<file path="config.mk">
export PLATFORM = sky130hd
export DESIGN_NAME = sorted_priority_queue
export DESIGN_NICKNAME = d
export VERILOG_FILES = /design/src/rtl/core/spq_pkg.sv /design/src/rtl/core/spq_cell.sv /design/src/rtl/core/sorted_priority_queue.sv
export SDC_FILE = /design/constraint.sdc
export NUM_CORES = 2
export LEC_CHECK = 0
export BUFFER_PORTS_ARGS = -buffer_cell sky130_fd_sc_hd__buf_4
export CAP_MARGIN = 20
export CORE_ASPECT_RATIO = 1.1
export CORE_UTILIZATION = 50
export DETAILED_ROUTE_END_ITERATION = 16
export PLACE_DENSITY = 0.66
export SKIP_CTS_REPAIR_TIMING = 1
export SYNTH_ARGS = -nofsm -noshare
export SYNTH_HDL_FRONTEND = slang
export SYNTH_SLANG_ARGS = --single-unit
</file>
<file path="constraint.sdc">
create_clock -name clk -period 9.4 [get_ports clk]
set_input_delay 0 -clock clk [delete_from_list [all_inputs] [get_ports clk]]
set_output_delay 0 -clock clk [all_outputs]
set_load 0.01 [all_outputs]
</file>
<file path="src/rtl/core/spq_pkg.sv">
// ----------------------------------------------------------------------------
// spq_pkg: shared definitions for the sorted priority queue
// Field widths, operation and status codes, and the entry and control types
// that pass between the top level and the row of storage cells.
// ----------------------------------------------------------------------------
package spq_pkg;

    localparam int QUEUE_DEPTH_DEF = 16;
    localparam int VALUE_W         = 32;
    localparam int PRIO_W          = 8;
    localparam int STATUS_W        = 2;
    localparam int OCC_W           = 5;

    localparam logic FUNC_ENQ = 1'b0;
    localparam logic FUNC_DEQ = 1'b1;

    typedef enum logic [STATUS_W-1:0] {
        ST_OK    = 2'd0,
        ST_EMPTY = 2'd1,
        ST_FULL  = 2'd2
    } status_t;

    typedef struct packed {
        logic signed [VALUE_W-1:0] value;
        logic [PRIO_W-1:0]         prio;
    } entry_t;

    typedef struct packed {
        logic   enq;
        logic   deq;
        entry_t new_entry;
    } cell_ctrl_t;

endpackage

</file>
<file path="src/rtl/core/spq_cell.sv">
// ----------------------------------------------------------------------------
// spq_cell: one storage slot of the sorted priority queue
// Holds one entry. On an insert it keeps its entry, takes the new entry or
// takes its left neighbor's entry; on a removal it takes its right neighbor's.
// ----------------------------------------------------------------------------
module spq_cell (
    input  logic               clk,
    input  spq_pkg::cell_ctrl_t ctrl,
    input  logic               valid,
    input  spq_pkg::entry_t    left_data,
    input  logic               left_ins,
    input  spq_pkg::entry_t    right_data,
    output spq_pkg::entry_t    data,
    output logic               ins
);
    import spq_pkg::*;

    entry_t data_reg;
    entry_t data_next;

    // A slot lies at or behind the insertion point when it is empty or its
    // priority number is strictly greater than the new one.
    assign ins = !valid || (data_reg.prio > ctrl.new_entry.prio);

    always_comb
    begin
        data_next = data_reg;
        if (ctrl.enq && ins)
        begin
            data_next = left_ins ? left_data : ctrl.new_entry;
        end
        else if (ctrl.deq)
        begin
            data_next = right_data;
        end
    end

    always_ff @(posedge clk)
    begin
        data_reg <= data_next;
    end

    assign data = data_reg;

endmodule

</file>
<file path="src/rtl/core/sorted_priority_queue.sv">
// ----------------------------------------------------------------------------
// sorted_priority_queue: bounded priority queue kept in sorted order
// An item is accepted on any edge where start is high, busy is never raised,
// and the result appears with done in the following cycle. The row of cells
// compares and shifts all slots in parallel, so an enqueue or dequeue may be
// issued every cycle. The result strobe cannot be stalled; the receiver must
// take each transfer as it comes.
// Enqueue places the entry ahead of the first greater priority number, equal
// priorities stay first-in, first-out; a full queue drops and flags it.
// ----------------------------------------------------------------------------
module sorted_priority_queue #(
    parameter int QUEUE_DEPTH = spq_pkg::QUEUE_DEPTH_DEF
) (
    input  logic                               clk,
    input  logic                               rst_n,
    input  logic                               start,
    output logic                               busy,
    input  logic                               func,
    input  logic signed [spq_pkg::VALUE_W-1:0] value_in,
    input  logic [spq_pkg::PRIO_W-1:0]         priority_in,
    output logic                               done,
    output logic [spq_pkg::STATUS_W-1:0]       status,
    output logic signed [spq_pkg::VALUE_W-1:0] value_out,
    output logic [spq_pkg::PRIO_W-1:0]         priority_out,
    output logic [spq_pkg::OCC_W-1:0]          occupancy
);
    import spq_pkg::*;

    localparam int CNT_W = $clog2(QUEUE_DEPTH + 1);

    logic [CNT_W-1:0] count_reg;
    logic [CNT_W-1:0] count_next;
    logic             done_reg;
    status_t          status_reg;
    status_t          status_next;
    logic signed [VALUE_W-1:0] value_reg;
    logic signed [VALUE_W-1:0] value_next;
    logic [PRIO_W-1:0] prio_reg;
    logic [PRIO_W-1:0] prio_next;
    logic [OCC_W-1:0]  occ_reg;

    logic       accept;
    logic       full;
    logic       empty;
    cell_ctrl_t ctrl;

    entry_t cell_data [QUEUE_DEPTH];
    logic   cell_ins  [QUEUE_DEPTH];

    assign busy   = 1'b0;
    assign accept = start && !busy;
    assign full   = (count_reg == CNT_W'(QUEUE_DEPTH));
    assign empty  = (count_reg == '0);

    always_comb
    begin
        ctrl.enq             = accept && (func == FUNC_ENQ) && !full;
        ctrl.deq             = accept && (func == FUNC_DEQ) && !empty;
        ctrl.new_entry.value = value_in;
        ctrl.new_entry.prio  = priority_in;

        count_next  = count_reg;
        status_next = ST_OK;
        value_next  = '0;
        prio_next   = '0;
        if (func == FUNC_ENQ)
        begin
            if (full)
            begin
                status_next = ST_FULL;
            end
            else
            begin
                count_next = count_reg + CNT_W'(1);
            end
        end
        else
        begin
            if (empty)
            begin
                status_next = ST_EMPTY;
            end
            else
            begin
                count_next = count_reg - CNT_W'(1);
                value_next = cell_data[0].value;
                prio_next  = cell_data[0].prio;
            end
        end
    end

    for (genvar i = 0; i < QUEUE_DEPTH; i++)
    begin : g_cell
        entry_t left_data;
        logic   left_ins;
        entry_t right_data;
        logic   valid;

        assign valid = (CNT_W'(i) < count_reg);

        if (i == 0)
        begin : g_head
            assign left_data = '0;
            assign left_ins  = 1'b0;
        end
        else
        begin : g_body
            assign left_data = cell_data[i-1];
            assign left_ins  = cell_ins[i-1];
        end

        if (i == QUEUE_DEPTH - 1)
        begin : g_tail
            assign right_data = cell_data[i];
        end
        else
        begin : g_inner
            assign right_data = cell_data[i+1];
        end

        spq_cell u_cell (
            .clk        (clk),
            .ctrl       (ctrl),
            .valid      (valid),
            .left_data  (left_data),
            .left_ins   (left_ins),
            .right_data (right_data),
            .data       (cell_data[i]),
            .ins        (cell_ins[i])
        );
    end

    always_ff @(posedge clk or negedge rst_n)
    begin
        if (!rst_n)
        begin
            count_reg <= '0;
            done_reg  <= 1'b0;
        end
        else
        begin
            done_reg <= accept;
            if (accept)
            begin
                count_reg <= count_next;
            end
        end
    end

    always_ff @(posedge clk)
    begin
        if (accept)
        begin
            status_reg <= status_next;
            value_reg  <= value_next;
            prio_reg   <= prio_next;
            occ_reg    <= OCC_W'(count_next);
        end
    end

    assign done         = done_reg;
    assign status       = status_reg;
    assign value_out    = value_reg;
    assign priority_out = prio_reg;
    assign occupancy    = occ_reg;

    a_done_follows_accept: assert property (
        @(posedge clk) disable iff (!rst_n)
        accept |=> done
    ) else $error("result transfer missing after accepted item");

    a_count_bounded: assert property (
        @(posedge clk) disable iff (!rst_n)
        count_reg <= CNT_W'(QUEUE_DEPTH)
    ) else $error("entry count exceeds queue depth");

    a_full_flag_consistent: assert property (
        @(posedge clk) disable iff (!rst_n)
        accept && (func == FUNC_ENQ) && full |=> (status == ST_FULL) && $stable(count_reg)
    ) else $error("enqueue on full queue not dropped");

    a_dequeue_decrements: assert property (
        @(posedge clk) disable iff (!rst_n)
        accept && (func == FUNC_DEQ) && !empty |=> count_reg == $past(count_reg) - CNT_W'(1)
    ) else $error("dequeue did not remove one entry");

endmodule

</file>
==> reports/metrics.cfg <==
[logic_synthesis]
synth-seq-cells = 693
syn_area_sq_um = 37400
yosysWarnings = 0
syn-num-nets = 3333
syn_avg_cell_area_sq_um = 11.9
synth-seq-area-share_pct = 55.5
synthCells = 3157
async_reset_ff_share_pct = 0.866
synth_edf_count = 687
yosysTopAreaCell = edfxtp_1
ys_top_cells_by_area = edfxtp_1, mux2i_1, o21ai_0
synth_top_area_share_pct = 55.1
synth_flop_cell = edfxtp_1
synth.distinct_cells = 56

[worst_setup_path]
cp-endpoint = g_cell[12].u_cell.data[25]
critPathLaunch = priority_in[1]
crit_chain = dlygate4sd3_1, buf_4, inv_1, ha_1, nor2b_1, o211ai_1, a21oi_1, o31ai_4, buf_4, nand2_2, buf_4
reg2reg_setup_slack_ns = 5.19
cp_num_cells = 11
critPathTopFamily = buffers and inverters
worst-path-max-fanout = 81
setup.worst_path.end_class = flop
cp.required_ns = 9.74
start_kind = input pin
cp_slowest_cell = buf_4
reg2regPathDepth = 10
critical-path-max-stage-delay_ns = 0.74
worstPathArrival_ns = 4.60
r2r-end = g_cell[12].u_cell.data[25]
path_buf_inv = 5
cpMostUsedCell = buf_4
crit_type = input pin to flop
rr_startpoint = count_reg[1]

[grt]
overflow = 0
grt_pass1_wl_um = 159000
grt_max_degree = 82
antenna_found_initial = 2
grt_pass1_vias = 26216
grt.total_usage_pct = 27.3

[power]
vdd_drop_max_uv = 198
power_density_nw_per_um2 = 325
power_mw = 13.6
p_sw_share_pct = 37.0
p_seq_share_pct = 40.0
p_leak_nw = 16.7
clkPwrFrac_pct = 21.6
internal_power_mw = 8.56
p_switching_mw = 5.02
pwr-share-comb_pct = 38.4

[sta]
period_needed_ns = 4.26
maxSlewHeadroom_pct = 29.7
grt_setup_unrepaired = false
fin_setup_tns_ns = 0
final_hold_viol_count = 0
finalCritPeriodShare_pct = 45.3
setup_viol = 0
max_freq_ghz = 0.235
slew_viol_final = 0
worst_slew_pin_slew_ns = 1.06
skew_ns = 0.0215

[drt]
drt_first_pass_iters = 6
drtIter0Drc = 2354
remaining_drc_errors = 0
wl_um = 105000
antenna_left = 0
vias = 26221
wl_per_cell_um = 25.0
vias_per_cell = 6.25

[placed_design]
dp.cells = 4011
hpwl_um = 63900
io_buffers = 91
gp_congestion = 0.874

[flow_run]
cap_violations = 0

[floorplanning]
die_width_um = 263
dieArea_sq_um = 75900
die_h_um = 289
ioPinCount = 93
core-area_sq_um = 73700
start_util_pct = 50.8
rows = 104

[layout]
largest_reg_flops = 640
nFillCells = 6095
area_growth_pct = 11.6
stdcell_count = 4196
num-nets-final = 3354
layout-drive-gt1-share_pct = 14.2
final_core_util_pct = 56.7

[cts]
path_clk_slew_ns = 0.06
cts.sinks = 693
cts_max_level = 3
cts_root_buffer = clkbuf_16
cts.path.max_buffers = 3
cts_tree = done
numCtsBuffers = 76
clock_latency_ns = 0.63

[outcome]
outcome = completed

[worst_hold_path]
hold_class = input pin to flop

[how the worst min path moves through the flow]
stage,startpoint,end,depth (start not counted)
after floorplan,rst_n,count_reg[0],0
after global placement,rst_n,count_reg[0],1
after detailed placement,rst_n,count_reg[1],1
after CTS,rst_n,count_reg[1],1
after global routing,priority_in[0],g_cell[3].u_cell.data[0],3
final,priority_in[0],g_cell[3].u_cell.data[0],3
[cell type report]
cell class	count	area, sq um	area share [%]
repair buffers	185	1550	3.70
multi-input cells	2194	15700	37.7
clock inverters	44	323	0.773
well taps	954	1190	2.86
flip-flops and latches	693	20800	49.8
clock buffers	97	2070	4.95
inverters	28	105	0.252
diodes	1	2.50	0.00599
[through the flow]
step | setup WS (ns) | instance area [sq um] | hold WS (ns)
floorplan | 4.19 | 37400 | -0.296
global placement | 5.25 | 38800 | -0.185
detailed placement | 5.16 | 38900 | -0.182
CTS | 5.27 | 41300 | -0.851
global route | 4.95 | 41700 | 0.0872
finish | 5.14 | 41700 | 0.0797
[cell usage after synthesis, types with 14 or more instances]
library cell,instances
mux2i_1,522
o211ai_1,14
clkbuf_1,138
mux2_4,39
inv_1,28
ha_1,132
buf_2,91
nor2b_1,21
o21ai_1,27
nand4_1,27
a21oi_1,217
mux2_2,117
and3_1,40
edfxtp_1,687
nor2_1,179
o21ai_0,356
nand2_1,394
[power by group through the flow]
| stage | Combinational (mW) | Sequential [mW] | Clock, mW |
|---|---|---|---|
| after detailed placement | 5.15 | 5.46 | 0 |
| after global routing | 5.62 | 5.52 | 3.08 |
| after global placement | 4.98 | 5.44 | 0 |
| after floorplan | 3.77 | 5.20 | 0 |
| after CTS | 5.16 | 5.41 | 2.96 |
| final | 5.22 | 5.43 | 2.93 |
[cells by family (layout without fill, tap and decap cells)]
| kind of cell | after synthesis | count (layout) | share of synthesized area (%) |
|---|---|---|---|
| AO/OA/AOI/OAI | 669 | 669 | 9.59 |
| XOR/XNOR | 2 | 2 | 0.0468 |
| adder cells (fa/ha/maj) | 132 | 132 | 4.41 |
| buffers and inverters | 270 | 354 | 3.18 |
| flip-flops | 693 | 693 | 55.5 |
| multiplexers | 685 | 685 | 19.3 |
| other | 1 | 2 | 0.0100 |
| AND/OR/NAND/NOR | 705 | 705 | 7.97 |
[cell usage in the layout, fill, tap and decap left out, drive strengths merged, types with 4 or more instances in the layout]
cell and instances:
and3 40, nor2 180, o21ai 386, dlygate4sd3 43, a21oi 220, a211oi 8, mux2i 522, o211ai 15
nand3 4, clkinvlp 4, o21a 8, edfxtp 687, a21o 5, inv 30, nor3 10, a31oi 5
nand4 27, dfrtp 6, nand2b 10, o31ai 8, nor2b 21, ha 132, nand2 395, mux2 163
clkbuf 97, clkinv 35, buf 142
[worst reg2reg max path: stages, from the launching register on]
cell	delay (ns)
dfrtp_1	0.51
inv_1	0.17
ha_1	0.20
nor3b_1	0.35
a21oi_2	0.15
and2_1	0.21
buf_4	0.25
o31ai_4	0.10
buf_4	0.74
nand2_2	0.73
buf_4	0.49
[routing by layer]
layer | global-route usage [%] | part of all wire, % | routed length, um
met1 | 36.2 | 42 | 44300
met5 | 0 | 0.012 | 13
met3 | 3.71 | 6.7 | 7060
met4 | 9.31 | 2.8 | 2930
met2 | 46.3 | 48 | 50600
Power figures use the tool's default switching activity.
